## src/rtl/core/utt_pkg.sv

```systemverilog
// ----------------------------------------------------------------------------
// utt_pkg
// Shared types and constants of the UTF-16 to UTF-8 transcoder.
// ----------------------------------------------------------------------------
package utt_pkg;

    localparam int QueueDepth = 2;

    localparam logic [15:0] SurrHighLo = 16'hD800;
    localparam logic [15:0] SurrHighHi = 16'hDBFF;
    localparam logic [15:0] SurrLowLo  = 16'hDC00;
    localparam logic [15:0] SurrLowHi  = 16'hDFFF;
    localparam logic [20:0] SuppBase   = 21'h10000;
    localparam logic [7:0]  LeadTwo    = 8'hC0;
    localparam logic [7:0]  LeadThree  = 8'hE0;
    localparam logic [7:0]  LeadFour   = 8'hF0;
    localparam logic [7:0]  ContMark   = 8'h80;
    localparam logic [7:0]  ContMask   = 8'h3F;

    typedef enum logic [1:0] {
        ST_OK          = 2'd0,
        ST_END_SURR    = 2'd1,
        ST_HIGH_NO_LOW = 2'd2,
        ST_LONE_LOW    = 2'd3
    } t_status;

    typedef struct packed {
        logic [7:0] first_byte;
        logic [7:0] second_byte;
        logic       start_of_text;
        logic       end_of_text;
    } t_in_item;

    typedef struct packed {
        logic [7:0] out_byte;
        logic       last_of_run;
        logic       text_done;
        t_status    status;
    } t_out_item;

    typedef struct packed {
        logic [3:0][7:0] bytes;
        logic [1:0]      last_idx;
        logic            eot;
        t_status         status;
    } t_job;

endpackage

```

## src/rtl/core/utt_front.sv

```systemverilog
// ----------------------------------------------------------------------------
// utt_front
// Accepts code units, tracks surrogates and faults, and builds byte jobs.
// ----------------------------------------------------------------------------
module utt_front (
    input  logic            i_clk,
    input  logic            i_rst_n,
    input  logic            i_cfg_we,
    input  logic            i_cfg_wdata,
    input  logic            i_in_valid,
    input  utt_pkg::t_in_item i_in_data,
    output logic            o_in_stall,
    input  logic            i_q_full,
    output logic            o_push,
    output utt_pkg::t_job   o_push_job
);

    logic       r_msb_first;
    logic       r_high_pending;
    logic [9:0] r_held_high_bits;
    logic       r_fault_seen;

    logic       n_high_pending;
    logic [9:0] n_held_high_bits;
    logic       n_fault_seen;

    logic        accept;
    logic [15:0] unit;
    logic        is_high;
    logic        is_low;
    logic        eff_pend;
    logic        eff_fault;
    logic [20:0] cp;
    logic        use_cp;
    logic        use_err;
    utt_pkg::t_status err_code;

    assign o_in_stall = i_q_full;
    assign accept     = i_in_valid && !i_q_full;

    always_comb begin
        unit = r_msb_first ? {i_in_data.first_byte, i_in_data.second_byte}
                           : {i_in_data.second_byte, i_in_data.first_byte};
        is_high   = unit inside {[utt_pkg::SurrHighLo:utt_pkg::SurrHighHi]};
        is_low    = unit inside {[utt_pkg::SurrLowLo:utt_pkg::SurrLowHi]};
        eff_pend  = r_high_pending && !i_in_data.start_of_text;
        eff_fault = r_fault_seen && !i_in_data.start_of_text;

        n_high_pending   = eff_pend;
        n_held_high_bits = i_in_data.start_of_text ? 10'd0 : r_held_high_bits;
        n_fault_seen     = eff_fault;
        use_cp   = 1'b0;
        use_err  = 1'b0;
        err_code = utt_pkg::ST_OK;
        cp       = {5'd0, unit};

        if (eff_fault) begin
            use_cp = 1'b0;
        end else if (eff_pend) begin
            n_high_pending   = 1'b0;
            n_held_high_bits = 10'd0;
            if (!is_low) begin
                use_err      = 1'b1;
                err_code     = utt_pkg::ST_HIGH_NO_LOW;
                n_fault_seen = 1'b1;
            end else begin
                use_cp = 1'b1;
                cp     = utt_pkg::SuppBase + {1'b0, r_held_high_bits, unit[9:0]};
            end
        end else if (is_high) begin
            if (i_in_data.end_of_text) begin
                use_err      = 1'b1;
                err_code     = utt_pkg::ST_END_SURR;
                n_fault_seen = 1'b1;
            end else begin
                n_high_pending   = 1'b1;
                n_held_high_bits = unit[9:0];
            end
        end else if (is_low) begin
            use_err      = 1'b1;
            err_code     = utt_pkg::ST_LONE_LOW;
            n_fault_seen = 1'b1;
        end else begin
            use_cp = 1'b1;
        end
    end

    always_comb begin
        o_push_job.bytes    = '0;
        o_push_job.last_idx = 2'd0;
        o_push_job.eot      = i_in_data.end_of_text;
        o_push_job.status   = utt_pkg::ST_OK;
        if (use_err) begin
            o_push_job.eot    = 1'b1;
            o_push_job.status = err_code;
        end else if (cp < 21'h80) begin
            o_push_job.bytes[0] = cp[7:0];
        end else if (cp < 21'h800) begin
            o_push_job.bytes[0] = utt_pkg::LeadTwo | {3'd0, cp[10:6]};
            o_push_job.bytes[1] = utt_pkg::ContMark | (cp[7:0] & utt_pkg::ContMask);
            o_push_job.last_idx = 2'd1;
        end else if (cp < utt_pkg::SuppBase) begin
            o_push_job.bytes[0] = utt_pkg::LeadThree | {4'd0, cp[15:12]};
            o_push_job.bytes[1] = utt_pkg::ContMark | {2'd0, cp[11:6]};
            o_push_job.bytes[2] = utt_pkg::ContMark | (cp[7:0] & utt_pkg::ContMask);
            o_push_job.last_idx = 2'd2;
        end else begin
            o_push_job.bytes[0] = utt_pkg::LeadFour | {5'd0, cp[20:18]};
            o_push_job.bytes[1] = utt_pkg::ContMark | {2'd0, cp[17:12]};
            o_push_job.bytes[2] = utt_pkg::ContMark | {2'd0, cp[11:6]};
            o_push_job.bytes[3] = utt_pkg::ContMark | (cp[7:0] & utt_pkg::ContMask);
            o_push_job.last_idx = 2'd3;
        end
    end

    assign o_push = accept && (use_cp || use_err);

    always_ff @(posedge i_clk) begin
        if (!i_rst_n) begin
            r_msb_first      <= 1'b0;
            r_high_pending   <= 1'b0;
            r_held_high_bits <= 10'd0;
            r_fault_seen     <= 1'b0;
        end else begin
            if (i_cfg_we) begin
                r_msb_first <= i_cfg_wdata;
            end
            if (accept) begin
                r_high_pending   <= n_high_pending;
                r_held_high_bits <= n_held_high_bits;
                r_fault_seen     <= n_fault_seen;
            end
        end
    end

endmodule

```

## src/rtl/core/utt_queue.sv

```systemverilog
// ----------------------------------------------------------------------------
// utt_queue
// Short job queue between the front and back parts.
// ----------------------------------------------------------------------------
module utt_queue #(
    parameter int Depth = utt_pkg::QueueDepth
) (
    input  logic          i_clk,
    input  logic          i_rst_n,
    input  logic          i_push,
    input  utt_pkg::t_job i_push_job,
    output logic          o_full,
    output logic          o_valid,
    output utt_pkg::t_job o_job,
    input  logic          i_pop
);

    localparam int PtrW = $clog2(Depth);
    localparam int CntW = $clog2(Depth + 1);
    localparam logic [PtrW-1:0] LastPtr = PtrW'(Depth - 1);
    localparam logic [CntW-1:0] FullCnt = CntW'(Depth);

    utt_pkg::t_job   r_mem [Depth];
    logic [PtrW-1:0] r_wr_ptr;
    logic [PtrW-1:0] r_rd_ptr;
    logic [CntW-1:0] r_count;

    assign o_full  = (r_count == FullCnt);
    assign o_valid = (r_count != '0);
    assign o_job   = r_mem[r_rd_ptr];

    always_ff @(posedge i_clk) begin
        if (!i_rst_n) begin
            r_wr_ptr <= '0;
            r_rd_ptr <= '0;
            r_count  <= '0;
        end else begin
            if (i_push) begin
                r_mem[r_wr_ptr] <= i_push_job;
                r_wr_ptr <= (r_wr_ptr == LastPtr) ? '0 : r_wr_ptr + 1'b1;
            end
            if (i_pop) begin
                r_rd_ptr <= (r_rd_ptr == LastPtr) ? '0 : r_rd_ptr + 1'b1;
            end
            if (i_push && !i_pop) begin
                r_count <= r_count + 1'b1;
            end else if (i_pop && !i_push) begin
                r_count <= r_count - 1'b1;
            end
        end
    end

`ifndef SYNTHESIS
    a_count_bound: assert property (@(posedge i_clk) disable iff (!i_rst_n)
        r_count <= FullCnt)
        else $error("Queue count exceeds its depth.");
    a_no_pop_empty: assert property (@(posedge i_clk) disable iff (!i_rst_n)
        i_pop |-> o_valid)
        else $error("Queue popped while empty.");
`endif

endmodule

```

## src/rtl/core/utt_back.sv

```systemverilog
// ----------------------------------------------------------------------------
// utt_back
// Plays out each job as one output word per cycle through an output register, unless the receiver stalls.
// ----------------------------------------------------------------------------
module utt_back (
    input  logic               i_clk,
    input  logic               i_rst_n,
    input  logic               i_q_valid,
    input  utt_pkg::t_job      i_q_job,
    output logic               o_pop,
    output logic               o_out_valid,
    output utt_pkg::t_out_item o_out_data,
    input  logic               i_out_stall
);

    utt_pkg::t_job      r_job;
    logic               r_busy;
    logic [1:0]         r_idx;
    logic               r_out_valid;
    utt_pkg::t_out_item r_out;

    logic can_load;
    logic is_last;
    logic finish;

    assign can_load = !r_out_valid || !i_out_stall;
    assign is_last  = (r_idx == r_job.last_idx);
    assign finish   = r_busy && can_load && is_last;
    assign o_pop    = i_q_valid && (!r_busy || finish);

    assign o_out_valid = r_out_valid;
    assign o_out_data  = r_out;

    always_ff @(posedge i_clk) begin
        if (!i_rst_n) begin
            r_busy      <= 1'b0;
            r_idx       <= 2'd0;
            r_out_valid <= 1'b0;
        end else begin
            if (o_pop) begin
                r_job  <= i_q_job;
                r_busy <= 1'b1;
                r_idx  <= 2'd0;
            end else if (finish) begin
                r_busy <= 1'b0;
            end else if (r_busy && can_load) begin
                r_idx <= r_idx + 2'd1;
            end
            if (r_busy && can_load) begin
                r_out_valid       <= 1'b1;
                r_out.out_byte    <= r_job.bytes[r_idx];
                r_out.last_of_run <= is_last;
                r_out.text_done   <= is_last && r_job.eot;
                r_out.status      <= r_job.status;
            end else if (!i_out_stall) begin
                r_out_valid <= 1'b0;
            end
        end
    end

`ifndef SYNTHESIS
    a_done_is_last: assert property (@(posedge i_clk) disable iff (!i_rst_n)
        r_out_valid && r_out.text_done |-> r_out.last_of_run)
        else $error("Text end flagged on a word that does not end its run.");
    a_error_word: assert property (@(posedge i_clk) disable iff (!i_rst_n)
        r_out_valid && (r_out.status != utt_pkg::ST_OK)
        |-> r_out.last_of_run && r_out.text_done && (r_out.out_byte == 8'd0))
        else $error("Error word is not a single closing zero word.");
`endif

endmodule

```

## src/rtl/core/utf16_to_utf8_transcoder.sv

```systemverilog
// ----------------------------------------------------------------------------
// utf16_to_utf8_transcoder
// Converts a stream of UTF-16 code units into UTF-8 bytes.
// ----------------------------------------------------------------------------
// Each input word carries one code unit as two bytes in stream order, with
// start and end of text marks. The byte order follows the big endian
// configuration bit, written through i_cfg_we and i_cfg_wdata; the user
// must write it only while idle, as the block does not enforce this. Each
// output word carries one UTF-8 byte with a last-of-run mark, a text done
// mark and a status code; a fault gives a single zero word with a nonzero
// status, and the rest of that text is dropped. The front part decodes one
// unit per cycle unless the queue is full and pushes a job into a short
// queue; the back part sends one byte per cycle from an output register
// unless the receiver stalls. A code point gives one to four bytes, and the
// next job loads as the last byte of the one before goes. A held high
// surrogate produces no word until its partner arrives. When the receiver
// stalls, the output word holds, the queue fills and the input stall rises.
// Reset clears the queue, the surrogate and fault state, and sets the byte
// order to little endian.
// ----------------------------------------------------------------------------
module utf16_to_utf8_transcoder #(
    parameter int QUEUE_DEPTH = utt_pkg::QueueDepth
) (
    input  logic               i_clk,
    input  logic               i_rst_n,
    input  logic               i_cfg_we,
    input  logic               i_cfg_wdata,
    input  logic               i_in_valid,
    input  utt_pkg::t_in_item  i_in_data,
    output logic               o_in_stall,
    output logic               o_out_valid,
    output utt_pkg::t_out_item o_out_data,
    input  logic               i_out_stall
);

    logic          push;
    utt_pkg::t_job push_job;
    logic          q_full;
    logic          q_valid;
    utt_pkg::t_job q_job;
    logic          pop;

    utt_front u_front (
        .i_clk       (i_clk),
        .i_rst_n     (i_rst_n),
        .i_cfg_we    (i_cfg_we),
        .i_cfg_wdata (i_cfg_wdata),
        .i_in_valid  (i_in_valid),
        .i_in_data   (i_in_data),
        .o_in_stall  (o_in_stall),
        .i_q_full    (q_full),
        .o_push      (push),
        .o_push_job  (push_job)
    );

    utt_queue #(
        .Depth (QUEUE_DEPTH)
    ) u_queue (
        .i_clk      (i_clk),
        .i_rst_n    (i_rst_n),
        .i_push     (push),
        .i_push_job (push_job),
        .o_full     (q_full),
        .o_valid    (q_valid),
        .o_job      (q_job),
        .i_pop      (pop)
    );

    utt_back u_back (
        .i_clk       (i_clk),
        .i_rst_n     (i_rst_n),
        .i_q_valid   (q_valid),
        .i_q_job     (q_job),
        .o_pop       (pop),
        .o_out_valid (o_out_valid),
        .o_out_data  (o_out_data),
        .i_out_stall (i_out_stall)
    );

endmodule
```

## config.mk

```make
export PLATFORM = sky130hd
export DESIGN_NAME = utf16_to_utf8_transcoder
export DESIGN_NICKNAME = d
export VERILOG_FILES = /design/src/rtl/core/utt_pkg.sv /design/src/rtl/core/utt_front.sv /design/src/rtl/core/utt_queue.sv /design/src/rtl/core/utt_back.sv /design/src/rtl/core/utf16_to_utf8_transcoder.sv
export SDC_FILE = /design/constraint.sdc
export NUM_CORES = 1
export LEC_CHECK = 0
export ABC_AREA = 1
export BUFFER_PORTS_ARGS = -buffer_cell sky130_fd_sc_hd__buf_4
export CAP_MARGIN = 20
export CORE_MARGIN = 1.5
export CORE_UTILIZATION = 51
export CTS_BUF_LIST = sky130_fd_sc_hd__clkbuf_16
export DETAILED_ROUTE_END_ITERATION = 6
export GPL_ROUTABILITY_DRIVEN = 0
export PLACE_DENSITY_LB_ADDON = 0.15
export SYNTH_ARGS = -nofsm -noshare
export SYNTH_HDL_FRONTEND = slang
export SYNTH_SLANG_ARGS = --single-unit
```

## constraint.sdc

```tcl
create_clock -name i_clk -period 5.8 [get_ports i_clk]
set_clock_uncertainty 0.2 [all_clocks]
set_input_delay 1.16 -clock i_clk [delete_from_list [all_inputs] [get_ports i_clk]]
set_output_delay 1.16 -clock i_clk [all_outputs]
set_load 0.005 [all_outputs]
```

==> impl_results.md, run 1 <==
* Outcome: finished, final reports clean
* Final-report hold violation count at 0
* Number of clock sinks at 132
* Fraction of met1 tracks used by global routing at 27.1%
* Top fanout value on the critical path at 14
* PostCTS Resize Cnt at 0
* Via count at 4227
* Met2 usage at 33.8%
* Endpoint type of the worst setup path: flip-flop
* Fraction of final layout cells with drive strength greater than 1 at 16.2%
* Finished Core Util at 61.2%
* Pwr/cell area at 403 nW/µm²
* Register area at 3750 µm²
* Synthesized instance count at 614
* Worst min-delay path class: flip-flop to flip-flop
* Routing layer with the top usage in global route: met2
* Clock transition at the registers of the reported paths at 50 ps
* Met3 Resource Use GR at 5.50%
* Commonest non-fill, non-tap cell in the layout: sky130_fd_sc_hd__nand2_1
* Die outline width at 112 µm
* Initial DRC count at 279
* Count of buffers inserted at the top-level ports at 37
* Filler instances at 934
* Final period utilization at 58.8%
* Largest cells by area after synthesis: sky130_fd_sc_hd__edfxtp_1, sky130_fd_sc_hd__nand2_1, sky130_fd_sc_hd__dfxtp_1
* Fraction of synthesized cell area taken by the top area cell type at 55.3%
* Post-synth design cell area at 6020 µm²
* Highest Clock Rate at 293 MHz
* Commonest cells after routing, fill and taps aside: sky130_fd_sc_hd__nand2_1, sky130_fd_sc_hd__edfxtp_1, sky130_fd_sc_hd__inv_1
* Antenna viol nets, final at 0
* Total half-perimeter wirelength after legalization and detailed placement at 8520 µm
* Maximum number of pins on one net before global-route repair at 36
* Detailed-route wire length per cell at 15.0 µm
* Clock tree from TritonCTS: built
* Top-level port count at 38
* Mean number of vias per cell at 5.22
* Net count reported at finish at 679
* Net count of the mapped netlist at 640
* Data arrival at the endpoint of the critical path at 3370 ps
* Total grt overflow at 0
* Standard-cell rows at 39
* Number of global-route vias before repair at 4141
* Unrepaired setup endpoints after global routing: no
* Setup violators final at 0
* Multi-input gate area in the final layout at 1950 µm²
* Setup crit start kind: input port
* Core area at 11500 µm²
* Residual DRC at 0
* Maximum resistive drop on vdd at 0.000309 V
* Insertion delay to the later sink of the worst-skew pair at 410 ps
* Share of the yosys chip area belonging to registers at 62.3%
* Total detailed-routing wirelength at 12100 µm
* Area leader, netlist: sky130_fd_sc_hd__edfxtp_1
* Layout overhead on the synthesized area at 16.5%
* Leakage power at 0.00282 µW
* Number of buffers created by CTS at 17
* Final TNS setup at 0 ps
* Initial antenna violation count at 0
* Average instance area after synthesis at 9.81 µm²
* Overall global routing resource usage at 21.1%
* Quantity of hold-fixing buffers added after cts at 0
* Vertical die dimension at 112 µm
* Die outline area at 12500 µm²
* Number of buffers between clock root and the deepest sink at 2
* Number of synthesized register bits at 132
* Total number of H-tree levels at 4
* Pins over their slew limit at 0
* Headroom to the max-slew limit at 31.2%
* Count of TritonRoute iterations in the first routing pass at 4
* Global-route wire length before repair at 20300 µm
* Distinct cell type count after synthesis at 40
* Worst slew pin tran at 1030 ps
* Root Buffer: sky130_fd_sc_hd__clkbuf_16
* Antenna fix cells at 0
* Max Cap Viol at 0
* Start-to-end type of the worst setup path: input port to flip-flop
* Time the worst path needs with I/O delays and setup at 3410 ps
* Setup bufs post-CTS at 0
* Initial Util at 52.5%
* Number of warnings issued by yosys at 0
* Critical path required time at 5760 ps
## critical path, cell delays in order
cell                      delay (ps)
sky130_fd_sc_hd__buf_4           120
sky130_fd_sc_hd__nor2_1          690
sky130_fd_sc_hd__nand3_4         160
sky130_fd_sc_hd__o21ai_1         260
sky130_fd_sc_hd__inv_1           110
sky130_fd_sc_hd__nor2_2          290
sky130_fd_sc_hd__nand3_4         140
sky130_fd_sc_hd__nand2_4         210
sky130_fd_sc_hd__inv_2            70
sky130_fd_sc_hd__o21ai_1          80
sky130_fd_sc_hd__inv_1            70
## stage by stage
stage / instances / instance area (µm²) / hold WS, ps / setup WS (ps) / power [µW]
2_1_floorplan: 614 / 6020 / 200 / 974 / 1600
3_3_place_gp: 776 / 6400 / 205 / 2090 / 1750
3_5_place_dp: 776 / 6400 / 223 / 1990 / 1770
4_1_cts: 808 / 7000 / 236 / 2430 / 2840
5_1_grt: 809 / 7020 / 250 / 2110 / 2970
6_report: 809 / 7020 / 231 / 2390 / 2830
## logic make-up (layout without fill, tap and decap cells)
kind of cell / count (synthesis) / after routing / share of synthesized area, %
simple gates: 302 / 302 / 22.0
flops: 132 / 132 / 62.3
compound gates: 96 / 96 / 8.89
buf+inv: 76 / 128 / 5.50
xor+xnor: 5 / 5 / 0.727
fa+ha+maj: 2 / 2 / 0.415
mux: 1 / 1 / 0.166
## power by group
group / switching (µW) / internal, µW
sequential: 45.9 / 1220
combinational: 334 / 149
clock: 369 / 706
total: 749 / 2080
## sequential cells by signal (all words and copies together) (netlist names)
| signal | count |
|---|---|
| u_queue.r_rd_ptr | 1 |
| u_back.r_job | 33 |
| u_front.r_fault_seen | 1 |
| u_queue.r_mem | 66 |
| u_front.r_msb_first | 1 |
| u_back.r_busy | 1 |
| u_back.r_idx | 2 |
| u_back.o_out_valid | 1 |
| u_front.r_held_high_bits | 10 |
| u_front.r_high_pending | 1 |
| u_queue.r_wr_ptr | 1 |
| u_queue.r_count | 2 |
| u_back.o_out_data | 12 |
## per-layer routing
layer | wire [µm] | up-vias
met4 | 332 | 0
met1 | 5400 | 1933
met2 | 5780 | 122
li1 | - | 2146
met5 | 0 | -
met3 | 613 | 26
## layout make-up
class	instances	share of cell area (%)
sequential	132	53.5
multi-input combinational	406	27.8
clock buffer	17	6.06
timing repair buffer	42	4.67
inverter	54	2.96
tap	143	2.55
clock inverter	15	2.48
## path summary, 6_finish.rpt
| kind | startpoint | endpoint | slack (ps) | cells after the start |
|---|---|---|---|---|
| setup / recovery | i_in_data[1] | u_queue.r_mem[1][18] | 2390 | 11 |
| hold / removal | u_back.r_job[1] | u_back.o_out_data[1] | 230 | 0 |
| hold reg to reg | u_back.r_job[1] | u_back.o_out_data[1] | 230 | 0 |
| setup reg to reg | u_front.r_msb_first | u_queue.r_mem[1][22] | 2480 | 13 |
## cells in the mapped netlist, drive strengths merged
| master | n |
|---|---|
| buf | 8 |
| a21boi | 1 |
| inv | 51 |
| clkbuf | 14 |
| nor2 | 53 |
| a211oi | 1 |
| or2 | 9 |
| a21oi | 28 |
| a31oi | 1 |
| o22ai | 10 |
| dfxtp | 21 |
| nor3 | 4 |
| o2111ai | 2 |
| and2 | 1 |
| xor2 | 3 |
| nand2 | 202 |
| edfxtp | 111 |
| o21ai | 52 |
| ha | 2 |
| clkinv | 3 |
| nand4 | 14 |
| o31ai | 1 |
| xnor2 | 2 |
| mux2i | 1 |
| nand3 | 19 |
(Power assumes the default switching activity.)
==> run 2: changes to the inputs <==
- ABC_AREA: 1 -> 0
- clock period: 5.8 -> 3.1 ns (I/O delays scaled with it)
==> run 2 against run 1 <==
The flow now finishes with violations (design-rule violations). Via count decreased by 9.7%. Sequential power increased by 85%. Global-route usage increased by 0.20 points. Utilization increased by 1.7 points. First-iteration DRC count decreased by 17%. Highest routed layer unchanged. Non-clock buffer count increased by 17. Synthesized area increased by 0.77%. Sequential share of layout area decreased by 1.7 points. Die area increased by 0.74%.
==> impl_results.md, run 2 <==
* Async set-or-reset flop fraction in the synthesized netlist at 0% (unchanged)
* Top-level port count at 38 (unchanged)
* Fraction of final layout cells with drive strength greater than 1 at 32.4% (+16 points)
* Final-report hold violation count at 0 (unchanged)
* Dominant cell by count in the synthesized netlist: sky130_fd_sc_hd__edfxtp_1
* Max FFs per register at 66 (unchanged)
* Number of global-route vias before repair at 3720 (-10%)
* Maximum number of pins on one net before global-route repair at 35 (-2.8%)
* Overall global routing resource usage at 21.3% (+0.20 points)
* Total grt overflow at 0 (unchanged)
* Time the worst path needs with I/O delays and setup at 2790 ps
* Antenna viol nets, final at 0 (unchanged)
* Initial antenna violation count at 0 (unchanged)
* Standard-cell rows at 39 (unchanged)
* Final TNS setup at 0 ps (unchanged)
* Commonest non-fill, non-tap cell in the layout: sky130_fd_sc_hd__edfxtp_1
* Top fanout value on the critical path at 27 (+13)
* Insertion delay to the later sink of the worst-skew pair at 420 ps (about the same)
* Max Cap Viol at 0 (unchanged)
* Core area at 11500 µm² (+0.43%)
* Layout overhead on the synthesized area at 19.3%
* Outcome: complete, but fails checks
* Headroom to the max-slew limit at 54.2% (+23 points)
* Clock tree from TritonCTS: built
* Cell depth of the worst hold path at 0 (unchanged)
* Total detailed-routing wirelength at 12600 µm (+3.7%)
* Launch instance of the worst min-delay path: u_back.r_job[1]
* Total number of H-tree levels at 4 (unchanged)
* Number of buffers between clock root and the deepest sink at 2 (unchanged)
* NetSw at 1370 µW (+83%)
* Net count reported at finish at 531 (-22%)
* Pwr/cell area at 763 nW/µm² (+89%)
* Setup violators final at 0 (unchanged)
* Number of synthesized register bits at 132 (unchanged)
* Total half-perimeter wirelength after legalization and detailed placement at 8590 µm (+0.86%)
* Residual DRC at 8 (+8)
* Post-synth design cell area at 6070 µm² (+0.77%)
* Largest cells by area after synthesis: sky130_fd_sc_hd__edfxtp_1, sky130_fd_sc_hd__mux2_2, sky130_fd_sc_hd__dfxtp_1
* Slack of the worst reg-to-reg path at 310 ps (-2170 ps)
* Initial DRC count at 232 (-17%)
* Highest Clock Rate at 358 MHz
* Startpoint of the worst register-to-register path: u_front.r_msb_first
* Start-to-end type of the worst setup path: flip-flop to flip-flop
* Setup bufs post-CTS at 0 (unchanged)
* Count of TritonRoute iterations in the first routing pass at 7 (+3)
* Clock network fraction of total power at 38.8% (+0.8 points)
* Net count of the mapped netlist at 472 (-26%)
* Number of warnings issued by yosys at 0 (unchanged)
* Worst min-delay path class: flip-flop to flip-flop
* Setup crit start kind: flip-flop
* Initial Util at 52.7% (+0.18 points)
* Synthesized instance count at 446 (-27%)
* Multi-input gate area in the final layout at 2160 µm² (+11%)
* Critical path required time at 3110 ps (-2650 ps)
* Endpoint type of the worst setup path: flip-flop
* Quantity of hold-fixing buffers added after cts at 0 (unchanged)
* Number of buffers created by CTS at 17 (unchanged)
* Register with the highest flop count: u_queue.r_mem
* Die outline area at 12600 µm² (+0.74%)
* Data arrival at the endpoint of the critical path at 2800 ps (-570 ps)
* Finished Core Util at 62.9% (+1.7 points)
* Antenna fix cells at 0 (unchanged)
* Switching part of the total power at 24.8% (-1.7 points)
* Root Buffer: sky130_fd_sc_hd__clkbuf_16
* Number of enable-type register cells in the synthesized netlist at 111 (unchanged)
* Endpoint of the worst hold-timing path: u_back.o_out_data[1]
* Worst slew pin tran at 686 ps (-343 ps)
* Detailed-route wire length per cell at 19.0 µm (+27%)
* Most frequent cells after synthesis: sky130_fd_sc_hd__edfxtp_1, sky130_fd_sc_hd__mux2_2, sky130_fd_sc_hd__nor2_1, sky130_fd_sc_hd__nand2_1, sky130_fd_sc_hd__a21oi_1
* Area leader, netlist: sky130_fd_sc_hd__edfxtp_1
* Die outline width at 112 µm (+0.37%)
* Violations in the final reports: design-rule violations
* Register area at 3750 µm² (unchanged)
* Average instance area after synthesis at 13.6 µm² (+39%)
* Number of clock sinks at 132 (unchanged)
* Mean number of vias per cell at 5.77 (+10%)
* Clock transition at the registers of the reported paths at 60 ps (about the same)
* Via count at 3815 (-9.7%)
* Vertical die dimension at 112 µm (+0.37%)
* Share of the yosys chip area belonging to registers at 61.8% (-0.48 points)
* Ys flop type: sky130_fd_sc_hd__edfxtp_1
* Filler instances at 889 (-4.8%)
* Final period utilization at 90.1%
* Internal Pwr Total at 4160 µW (+100%)
* Maximum resistive drop on vdd at 0.000427 V (+38%)
* End of the worst register-to-register path: u_queue.r_mem[0][15]
* Leakage power at 0.00256 µW (-9.1%)
* Unrepaired setup endpoints after global routing: no
* Gate power share at 18.7% (+1.6 points)
* PostCTS Resize Cnt at 0 (unchanged)
* Global-route wire length before repair at 19900 µm (-2.0%)
* Pins over their slew limit at 0 (unchanged)
* Count of buffers inserted at the top-level ports at 37 (unchanged)
* Worst reg2reg path depth at 9 (-4)
* Distinct cell type count after synthesis at 63 (+57%)
* Fraction of synthesized cell area taken by the top area cell type at 54.9% (-0.42 points)
* Power share of the sequential group at 42.5% (-2.4 points)
* Commonest cells after routing, fill and taps aside: sky130_fd_sc_hd__edfxtp_1, sky130_fd_sc_hd__buf_4, sky130_fd_sc_hd__mux2_2
run 2: cell types whose count changed in the layout (fill, tap and decap cells not counted), moves of 8 or more:
cell                      before  now
sky130_fd_sc_hd__a22oi_1       0   13
sky130_fd_sc_hd__o22ai_1      10    2
sky130_fd_sc_hd__nand2_1     196   29
sky130_fd_sc_hd__nand3_1      14    5
sky130_fd_sc_hd__or2_2         9    0
sky130_fd_sc_hd__o21ai_0      44   11
sky130_fd_sc_hd__inv_1        51   10
sky130_fd_sc_hd__nor2_1       47   39
sky130_fd_sc_hd__nand4_1      14    0
sky130_fd_sc_hd__buf_4        41   57
sky130_fd_sc_hd__mux2_2        0   43
run 2: worst max path at each step:
stage	cells past startpoint	start	slack (ps)	to
floorplan	6	i_in_data[1]	240	u_queue.r_mem[0][0]
global placement	9	i_in_data[1]	210	u_queue.r_mem[1][15]
detailed placement	9	i_in_data[1]	80	u_queue.r_mem[1][15]
CTS	8	u_front.r_msb_first	310	u_queue.r_count[1]
global route	9	u_front.r_msb_first	170	u_queue.r_mem[1][15]
finish	9	u_front.r_msb_first	310	u_queue.r_mem[0][15]
run 2: cell families (layout without fill, tap and decap cells):
logic type | after synthesis | after routing | share of synthesized area [%]
and+or+nand+nor | 116 | 116 | 9.81
DFF | 132 | 132 | 61.8
xor gates and xnor gates | 11 | 11 | 1.59
AOI/OAI and AO/OA | 92 | 92 | 10.8
buffers and inverters | 31 | 103 | 2.68
muxes | 62 | 62 | 12.9
adders and majority gates | 2 | 2 | 0.412
run 2: cell type report:
| type | count | share of cell area [%] |
|---|---|---|
| clock buffer | 17 | 5.87 |
| clock inverter | 15 | 2.95 |
| inverter | 12 | 0.622 |
| multi-input combinational | 283 | 29.8 |
| sequential | 132 | 51.8 |
| tap | 143 | 2.47 |
| timing repair buffer | 59 | 6.46 |
run 2: critical path, cell delays in order (launching register included):
cell and delay (ps):
sky130_fd_sc_hd__dfxtp_1 380, sky130_fd_sc_hd__buf_12 210, sky130_fd_sc_hd__nand2_1 150, sky130_fd_sc_hd__nor3_4 310, sky130_fd_sc_hd__o21ai_0 200, sky130_fd_sc_hd__a21o_1 200
sky130_fd_sc_hd__buf_4 190, sky130_fd_sc_hd__o21ai_1 250, sky130_fd_sc_hd__o21ai_0 160, sky130_fd_sc_hd__a211oi_1 330
run 2: through the flow:
stage	hold WS [ps]	std cells	setup WS, ps	total power [µW]	area, µm²
CTS	221	661	313	5580	7240
global route	249	661	172	5760	7240
floorplan	200	446	238	3100	6070
finish	219	661	307	5530	7240
detailed placement	207	629	81.0	3430	6600
global placement	206	629	211	3400	6600
run 2: routing by layer:
layer / GRT usage (%) / vias up / wire, µm
met5: 0 / - / 0
met4: 8.86 / 0 / 241
li1: - / 1810 / -
met1: 27.7 / 1859 / 5410
met3: 5.83 / 21 / 680
met2: 34.3 / 125 / 6250
run 2: power groups by stage:
stage	Sequential, µW	Clock, µW	Combinational [µW]
6_report	2350	2140	1030
4_1_cts	2350	2180	1050
3_3_place_gp	2380	0	1030
5_1_grt	2370	2250	1130
3_5_place_dp	2390	0	1040
2_1_floorplan	2370	0	726
